`config.mk`:
```
export PLATFORM = sky130hd
export DESIGN_NAME = btpm_walker_flat
export DESIGN_NICKNAME = d
export VERILOG_FILES = /design/src/btpm_pkg.sv /design/src/btpm_ifs.sv /design/src/btpm_walker.sv /design/src/flat_wrapper.sv
export VERILOG_INCLUDE_DIRS = /design/src /design/src/src
export SDC_FILE = /design/constraint.sdc
export NUM_CORES = 1
export LEC_CHECK = 0
export BUFFER_PORTS_ARGS = -buffer_cell sky130_fd_sc_hd__buf_2
export CORE_MARGIN = 5
export CORE_UTILIZATION = 25
export DETAILED_ROUTE_END_ITERATION = 16
export GPL_TIMING_DRIVEN = 0
export SLEW_MARGIN = 20
export SYNTH_ARGS = -nofsm -noshare
export SYNTH_HDL_FRONTEND = slang
export SYNTH_SLANG_ARGS = --single-unit
```
`constraint.sdc`:
```
create_clock -name i_clk -period 6.6 [get_ports i_clk]
set_input_delay 1.32 -clock i_clk [delete_from_list [all_inputs] [get_ports i_clk]]
set_output_delay 1.32 -clock i_clk [all_outputs]
set_load 0.005 [all_outputs]
```
`src/binary_trie_prefix_match_macros.svh`:
```
// Assertion macros for the trie prefix matcher RTL.
`ifndef BINARY_TRIE_PREFIX_MATCH_MACROS_SVH
`define BINARY_TRIE_PREFIX_MATCH_MACROS_SVH

`ifndef SYNTHESIS
`define BTPM_ASSERT(label, clk, rst_n, prop) \
    label: assert property (@(posedge clk) disable iff (!rst_n) prop) \
        else $error("btpm: property violated");
`define BTPM_ASSERT_ALWAYS(label, clk, rst_n, expr) \
    label: assert property (@(posedge clk) disable iff (!rst_n) (expr)) \
        else $error("btpm: invariant violated");
`else
`define BTPM_ASSERT(label, clk, rst_n, prop)
`define BTPM_ASSERT_ALWAYS(label, clk, rst_n, expr)
`endif

`endif

```
`src/btpm_pkg.sv`:
```
// Package with the constants, codes and types of the trie prefix matcher.
package btpm_pkg;

    localparam int ADDR_BITS   = 32;
    localparam int NODE_COUNT  = 4096;
    localparam int OWNER_COUNT = 64;

    localparam int MASK_W  = 64;
    localparam int PLEN_W  = 6;
    localparam int OWNER_W = 6;
    localparam int NODE_W  = $clog2(NODE_COUNT);
    localparam int COUNT_W = $clog2(NODE_COUNT + 1);
    localparam int LEVEL_W = $clog2(ADDR_BITS + 1);

    typedef enum logic {
        KIND_INSERT = 1'b0,
        KIND_LOOKUP = 1'b1
    } t_kind;

    typedef enum logic {
        STATUS_OK   = 1'b0,
        STATUS_FULL = 1'b1
    } t_status;

    typedef struct packed {
        logic [NODE_W-1:0] link1;
        logic [NODE_W-1:0] link0;
        logic [MASK_W-1:0] mask;
    } t_entry;

    typedef struct packed {
        logic              we;
        logic [NODE_W-1:0] waddr;
        t_entry            wdata;
        logic              re;
        logic [NODE_W-1:0] raddr;
    } t_ram_req;

endpackage

```
`src/btpm_ifs.sv`:
```
// Request and response channel interfaces of the trie prefix matcher.
interface btpm_req_if;
    import btpm_pkg::*;

    logic                 valid;
    logic                 ready;
    t_kind                kind;
    logic [ADDR_BITS-1:0] address;
    logic [PLEN_W-1:0]    prefix_len;
    logic [OWNER_W-1:0]   owner;

    modport source (output valid, kind, address, prefix_len, owner, input ready);
    modport sink   (input valid, kind, address, prefix_len, owner, output ready);
endinterface

interface btpm_rsp_if;
    import btpm_pkg::*;

    logic              valid;
    logic              ready;
    logic [MASK_W-1:0] owner_mask;
    t_status           status;

    modport source (output valid, owner_mask, status, input ready);
    modport sink   (input valid, owner_mask, status, output ready);
endinterface

```
`src/btpm_walker.sv`:
```
// Trie walk controller with root node, node allocator and response register.
`include "binary_trie_prefix_match_macros.svh"

module btpm_walker (
    input  logic                i_clk,
    input  logic                i_rst_n,
    btpm_req_if.sink            i_req,
    btpm_rsp_if.source          o_rsp,
    output btpm_pkg::t_ram_req  o_ram_req,
    input  btpm_pkg::t_entry    i_ram_rdata
);
    import btpm_pkg::*;

    typedef enum logic {
        ST_IDLE,
        ST_WALK
    } t_state;

    t_state               r_state, n_state;
    t_kind                r_kind, n_kind;
    logic [ADDR_BITS-1:0] r_addr, n_addr;
    logic [LEVEL_W-1:0]   r_plen, n_plen;
    logic [OWNER_W-1:0]   r_owner, n_owner;
    logic [NODE_W-1:0]    r_node, n_node;
    logic                 r_fresh, n_fresh;
    logic [LEVEL_W-1:0]   r_level, n_level;
    logic [MASK_W-1:0]    r_acc, n_acc;
    logic [COUNT_W-1:0]   r_count, n_count;
    t_entry               r_root, n_root;
    logic                 r_out_valid, n_out_valid;
    logic [MASK_W-1:0]    r_out_mask, n_out_mask;
    t_status              r_out_status, n_out_status;

    t_entry            cur;
    t_entry            wr_data;
    t_ram_req          ram_req;
    logic              do_write;
    logic              bit_now;
    logic [NODE_W-1:0] child;
    logic [MASK_W-1:0] acc_next;
    logic [MASK_W-1:0] owner_bit;
    logic              out_free;
    logic              lookup_last;

    always_comb begin
        if (r_node == '0) begin
            cur = r_root;
        end else if (r_fresh) begin
            cur = '0;
        end else begin
            cur = i_ram_rdata;
        end
    end

    assign bit_now     = r_addr[ADDR_BITS-1];
    assign child       = bit_now ? cur.link1 : cur.link0;
    assign acc_next    = r_acc | cur.mask;
    assign owner_bit   = (int'(r_owner) < OWNER_COUNT) ? (MASK_W'(1) << r_owner) : '0;
    assign out_free    = !r_out_valid || o_rsp.ready;
    assign lookup_last = (r_level == LEVEL_W'(ADDR_BITS)) || (child == '0);

    always_comb begin
        n_state      = r_state;
        n_kind       = r_kind;
        n_addr       = r_addr;
        n_plen       = r_plen;
        n_owner      = r_owner;
        n_node       = r_node;
        n_fresh      = r_fresh;
        n_level      = r_level;
        n_acc        = r_acc;
        n_count      = r_count;
        n_root       = r_root;
        n_out_valid  = r_out_valid && !o_rsp.ready;
        n_out_mask   = r_out_mask;
        n_out_status = r_out_status;
        ram_req      = '0;
        do_write     = 1'b0;
        wr_data      = cur;

        unique case (r_state)
            ST_IDLE: begin
                if (i_req.valid) begin
                    n_state = ST_WALK;
                    n_kind  = i_req.kind;
                    n_addr  = i_req.address;
                    n_plen  = (int'(i_req.prefix_len) > ADDR_BITS) ?
                              LEVEL_W'(ADDR_BITS) : LEVEL_W'(i_req.prefix_len);
                    n_owner = i_req.owner;
                    n_node  = '0;
                    n_fresh = 1'b0;
                    n_level = '0;
                    n_acc   = '0;
                end
            end
            ST_WALK: begin
                if (r_kind == KIND_LOOKUP) begin
                    if (lookup_last) begin
                        if (out_free) begin
                            n_out_valid  = 1'b1;
                            n_out_mask   = acc_next;
                            n_out_status = STATUS_OK;
                            n_state      = ST_IDLE;
                        end
                    end else begin
                        ram_req.re    = 1'b1;
                        ram_req.raddr = child;
                        n_node        = child;
                        n_fresh       = 1'b0;
                        n_level       = r_level + LEVEL_W'(1);
                        n_addr        = r_addr << 1;
                        n_acc         = acc_next;
                    end
                end else begin
                    if (r_level == r_plen) begin
                        if (out_free) begin
                            do_write       = 1'b1;
                            wr_data.mask   = cur.mask | owner_bit;
                            n_out_valid    = 1'b1;
                            n_out_mask     = '0;
                            n_out_status   = STATUS_OK;
                            n_state        = ST_IDLE;
                        end
                    end else if (child != '0) begin
                        ram_req.re    = 1'b1;
                        ram_req.raddr = child;
                        n_node        = child;
                        n_fresh       = 1'b0;
                        n_level       = r_level + LEVEL_W'(1);
                        n_addr        = r_addr << 1;
                    end else if (r_count == COUNT_W'(NODE_COUNT)) begin
                        if (out_free) begin
                            do_write     = 1'b1;
                            n_out_valid  = 1'b1;
                            n_out_mask   = '0;
                            n_out_status = STATUS_FULL;
                            n_state      = ST_IDLE;
                        end
                    end else begin
                        do_write = 1'b1;
                        if (bit_now) begin
                            wr_data.link1 = r_count[NODE_W-1:0];
                        end else begin
                            wr_data.link0 = r_count[NODE_W-1:0];
                        end
                        n_node  = r_count[NODE_W-1:0];
                        n_fresh = 1'b1;
                        n_count = r_count + COUNT_W'(1);
                        n_level = r_level + LEVEL_W'(1);
                        n_addr  = r_addr << 1;
                    end
                end
            end
            default: begin
                n_state = ST_IDLE;
            end
        endcase

        if (do_write) begin
            if (r_node == '0) begin
                n_root = wr_data;
            end else begin
                ram_req.we    = 1'b1;
                ram_req.waddr = r_node;
                ram_req.wdata = wr_data;
            end
        end
    end

    always_ff @(posedge i_clk) begin
        if (!i_rst_n) begin
            r_state     <= ST_IDLE;
            r_count     <= COUNT_W'(1);
            r_root      <= '0;
            r_out_valid <= 1'b0;
        end else begin
            r_state      <= n_state;
            r_count      <= n_count;
            r_root       <= n_root;
            r_out_valid  <= n_out_valid;
            r_kind       <= n_kind;
            r_addr       <= n_addr;
            r_plen       <= n_plen;
            r_owner      <= n_owner;
            r_node       <= n_node;
            r_fresh      <= n_fresh;
            r_level      <= n_level;
            r_acc        <= n_acc;
            r_out_mask   <= n_out_mask;
            r_out_status <= n_out_status;
        end
    end

    assign i_req.ready      = (r_state == ST_IDLE);
    assign o_rsp.valid      = r_out_valid;
    assign o_rsp.owner_mask = r_out_mask;
    assign o_rsp.status     = r_out_status;
    assign o_ram_req        = ram_req;

    `BTPM_ASSERT(a_no_rw_clash, i_clk, i_rst_n, (ram_req.we && ram_req.re) |-> (ram_req.waddr != ram_req.raddr))
    `BTPM_ASSERT(a_read_consumed, i_clk, i_rst_n, ram_req.re |=> (r_state == ST_WALK && !r_fresh && r_node != '0))
    `BTPM_ASSERT(a_level_bound, i_clk, i_rst_n, (r_state == ST_WALK) |-> (r_level <= LEVEL_W'(ADDR_BITS)))
    `BTPM_ASSERT(a_insert_depth, i_clk, i_rst_n, (r_state == ST_WALK && r_kind == KIND_INSERT) |-> (r_level <= r_plen))
    `BTPM_ASSERT_ALWAYS(a_count_range, i_clk, i_rst_n, (r_count != '0) && (r_count <= COUNT_W'(NODE_COUNT)))
endmodule

```
`src/flat_wrapper.sv`:
```
// flat-port wrapper written by rule: the top's interface ports become plain ports
module btpm_walker_flat import btpm_pkg::*;
  (i_clk, i_rst_n, o_ram_req, i_ram_rdata, i_req_valid, i_req_kind, i_req_address, i_req_prefix_len, i_req_owner, i_req_ready, o_rsp_valid, o_rsp_owner_mask, o_rsp_status, o_rsp_ready);
  btpm_req_if i_req_i ();
  btpm_rsp_if o_rsp_i ();
  input  logic i_clk;
  input  logic i_rst_n;
  output btpm_pkg::t_ram_req o_ram_req;
  input  btpm_pkg::t_entry i_ram_rdata;
  input wire logic [$bits(i_req_i.valid)-1:0] i_req_valid;
  input wire logic [$bits(i_req_i.kind)-1:0] i_req_kind;
  input wire logic [$bits(i_req_i.address)-1:0] i_req_address;
  input wire logic [$bits(i_req_i.prefix_len)-1:0] i_req_prefix_len;
  input wire logic [$bits(i_req_i.owner)-1:0] i_req_owner;
  output wire logic [$bits(i_req_i.ready)-1:0] i_req_ready;
  output wire logic [$bits(o_rsp_i.valid)-1:0] o_rsp_valid;
  output wire logic [$bits(o_rsp_i.owner_mask)-1:0] o_rsp_owner_mask;
  output wire logic [$bits(o_rsp_i.status)-1:0] o_rsp_status;
  input wire logic [$bits(o_rsp_i.ready)-1:0] o_rsp_ready;
  assign i_req_i.valid = i_req_valid;
  assign i_req_i.kind = i_req_kind;
  assign i_req_i.address = i_req_address;
  assign i_req_i.prefix_len = i_req_prefix_len;
  assign i_req_i.owner = i_req_owner;
  assign i_req_ready = i_req_i.ready;
  assign o_rsp_valid = o_rsp_i.valid;
  assign o_rsp_owner_mask = o_rsp_i.owner_mask;
  assign o_rsp_status = o_rsp_i.status;
  assign o_rsp_i.ready = o_rsp_ready;
  btpm_walker u_core (.i_clk(i_clk), .i_rst_n(i_rst_n), .i_req(i_req_i), .o_rsp(o_rsp_i), .o_ram_req(o_ram_req), .i_ram_rdata(i_ram_rdata));
endmodule
```
==> results.py <==
metrics = {
    "timing": {
        "period_share_pct": 88.4,
        "relSlewSlack_pct": 19.5,
        "worstMarginPinSlew_ns": 1.20,
        "final_hold_viol_count": 0,
        "fin_ws_ns": 0.765,
        "whs_ns": 0.456,
        "rsz0062_at_grt": "no",
        "finalMaxSlewViolations": 0,
        "fin_skew_ns": 0.0297,
        "timing.fmax_mhz": 171,
        "finalSetupViolations": 0,
        "fin_crit_ns": 5.84,
    },
    "placed_design": {
        "place_congestion": 0.876,
        "dpl.cell_count": 2555,
        "pre_cts_slack_ns": 0.779,
        "dp_hpwl_mm": 45.6,
        "placed_cell_area_sq_um": 17500,
        "port-buffer-count": 316,
    },
    "global_route": {
        "grt_pass1_vias": 12800,
        "busiest_layer": "met2",
        "grt_pass1_wl_mm": 85.9,
        "grt_use_met3_pct": 4.24,
        "grt_use_met2_pct": 29.9,
        "grt_usage_pct": 18.0,
        "overflow": 0,
        "grt_max_degree": 48,
        "grtUsageMet1_pct": 24.1,
        "antenna_found_initial": 3,
    },
    "routing": {
        "dr_total_vias": 12800,
        "ant_nets": 0,
        "totalWireLength_mm": 60.0,
        "drt_iter0_markers": 1028,
        "vias_per_cell": 4.88,
        "dr.pass1.iters": 5,
        "routedWlPerCell_microns": 22.9,
        "drc": 0,
    },
    "power": {
        "powerDensity_nw_per_um2": 242,
        "ir_drop_mv": 0.134,
        "switching_share_pct": 25.3,
        "combPwrFrac_pct": 10.2,
        "leakage_nw": 7.40,
        "clockPowerShare_pct": 43.8,
        "power.internal_w": 0.00337,
        "power_frac_seq_pct": 46.0,
        "p_sw_w": 0.00114,
    },
    "critical_path": {
        "path_delay_family": "simple AND/OR/NAND/NOR gates",
        "path_class": "input pin to output port",
        "path_cells": "buf_2 > nor4_1 > o22ai_1 > nor4_4 > o31ai_4 > nand2b_1 > buf_2 > buf_2 > nor2_1 > buf_2",
        "cp_slowest_cell": "nor4_4",
        "path_buf_inv": 4,
        "crit_path_max_fanout": 10,
        "reg2reg_depth": 7,
        "critPathMaxStageDelay_ns": 0.59,
        "crit_required_ns": 5.28,
        "end_kind": "output port",
        "path_depth": 10,
        "critical_path_arrival_ns": 4.52,
        "start_kind": "input pin",
        "cp_common_cell": "buf_2",
    },
    "finish": {
        "num-fill-cells": 6134,
        "nets": 1962,
        "multiInputGateArea_sq_um": 6380,
        "syn_to_final_growth_pct": 26.6,
        "insertedDiodeCount": 0,
        "final_cells": 2622,
        "final-seq-area_sq_um": 7860,
        "drive_gt1_share_pct": 24.9,
        "fin_area_sq_um": 18600,
    },
    "yosys": {
        "syn_inst": 1458,
        "ys_ff_latch": 296,
        "synth_area_sq_um": 14700,
        "synth_nets": 1599,
        "synth_cell_type_count": 61,
        "yosys_warnings": 0,
        "async_flop_share_pct": 0,
        "yosysSeqAreaShare_pct": 53.3,
        "synth-main-ff-cell": "edfxtp_1",
        "syn_area_per_cell_sq_um": 10.1,
        "synth_edf_count": 193,
    },
    "hold_path": {
        "hold_depth": 2,
        "hold_path_class": "register to register",
    },
    "die": {
        "rows": 89,
        "die_width_microns": 253,
        "die-area_sq_um": 63900,
        "io_pins": 318,
        "initial_utilization_pct": 25.1,
        "coreArea_sq_um": 58700,
        "die_h_microns": 253,
    },
    "clock_tree": {
        "postCtsSetupBuffers": 0,
        "h-tree-depth": 2,
        "clkTransAtPathRegs_ns": 0.05,
        "clk_latency_ns": 0.56,
        "cts_buffers": 37,
        "cts_buffer_depth": 3,
        "cts_sinks": 296,
        "cts_resized": 0,
        "ctsHoldBuffers": 0,
        "tritoncts": "yes",
        "cts-root-buf": "clkbuf_16",
    },
    "status": {
        "status": "finished clean",
    },
    "job": {
        "maxCapViolCount": 0,
    },
}
==> layout make-up <==
class | count | area share (%)
clock inverters | 16 | 0.705
repair buffers | 324 | 9.33
multi-input cells | 1033 | 34.2
plain buffers | 109 | 2.48
flip-flops and latches | 296 | 42.1
clock buffers | 51 | 5.52
inverters | 20 | 0.403
well taps | 773 | 5.19
==> placed cells by master (no fill, tap or decap), types with 31 or more instances in the layout <==
cell,instances
buf_2,339
edfxtp_1,193
and2_1,188
nor2_1,177
dfxtp_1,103
clkbuf_1,88
nand2_1,86
a21oi_1,76
nor2b_1,65
a211o_1,64
a31oi_1,45
clkbuf_16,38
o21a_1,33
mux2_2,32
nand3b_1,31
==> stage by stage <==
step / TNS, ns / total power, W / util, %
3_5_place_dp: 0 / 0.00258 / 29.8
6_report: 0 / 0.00451 / 31.8
5_1_grt: 0 / 0.00469 / 31.8
3_3_place_gp: -215.93 / 0.00256 / 29.4
2_1_floorplan: 0 / 0.00236 / -
4_1_cts: 0 / 0.00457 / 31.8
==> registers in the layout, indices dropped and copies added, names as in the netlist, 6 cells and up <==
| register | cells |
|---|---|
| u_core.r_root | 88 |
| u_core.o_rsp.owner_mask | 64 |
| u_core.r_acc | 64 |
| u_core.r_addr | 32 |
| u_core.r_count | 13 |
| u_core.r_node | 12 |
| u_core.r_level | 6 |
| u_core.r_owner | 6 |
| u_core.r_plen | 6 |
==> synth_stat cells (5+ instances only) <==
library cell  count  area (sq um)
a211o_1          64           561
a21oi_1          77           385
a31oi_1          45           282
and2_1          188          1180
and3_1            7          43.8
buf_2            23           115
clkbuf_1         78           293
dfxtp_1         103          2060
edfxtp_1        193          5800
inv_1            18          67.6
mux2_2           32           360
mux2i_1          24           240
nand2_1          86           323
nand2b_1         21           131
nand3_1          23           115
nand3b_1         31           233
nand4_1           7          43.8
nor2_1          182           683
nor2b_1          65           407
nor3_1           20           100
nor4_1           17           106
o21a_1           33           248
o21ai_0          21           105
o2bb2ai_1        22           193
or2_2             5          31.3
or3_1             6          37.5
xnor2_1           7          61.3
xor2_1            6          52.6
==> path summary, 6_finish.rpt <==
kind / start / to / slack [ns]
max: i_ram_rdata[87] / o_ram_req[14] / 0.76
max reg2reg: u_core.r_node[4] / u_core.o_rsp.owner_mask[16] / 2.65
min: u_core.r_root[63] / u_core.r_root[63] / 0.46
min reg2reg: u_core.r_root[63] / u_core.r_root[63] / 0.46
==> power by group through the flow <==
| stage | logic [W] | registers [W] | clock network (W) |
|---|---|---|---|
| 5_1_grt | 0.000500 | 0.00208 | 0.00211 |
| 3_5_place_dp | 0.000460 | 0.00212 | 0 |
| 2_1_floorplan | 0.000251 | 0.00211 | 0 |
| 3_3_place_gp | 0.000434 | 0.00212 | 0 |
| 4_1_cts | 0.000462 | 0.00208 | 0.00203 |
| 6_report | 0.000459 | 0.00208 | 0.00198 |
==> worst min-delay path, cell delays in order (launching register included) <==
cell,delay [ns]
dfxtp_1,0.31
inv_1,0.05
a21oi_1,0.05
==> per-layer routing <==
metal | routed length (microns) | up-vias
li1 | - | 5920
met1 | 25500 | 6248
met2 | 28500 | 538
met3 | 4910 | 76
met4 | 1140 | 2
met5 | 7 | -
==> kinds of logic after synthesis <==
group                      after synthesis  share of synthesized area [%]
muxes                                   56                           4.08
xor gates and xnor gates                13                          0.773
AOI/OAI and AO/OA                      286                           13.6
buffers and inverters                  129                           3.64
DFF                                    296                           53.3
adders and majority gates                4                          0.340
and+or+nand+nor                        674                           24.2
(Power assumes the default switching activity.)
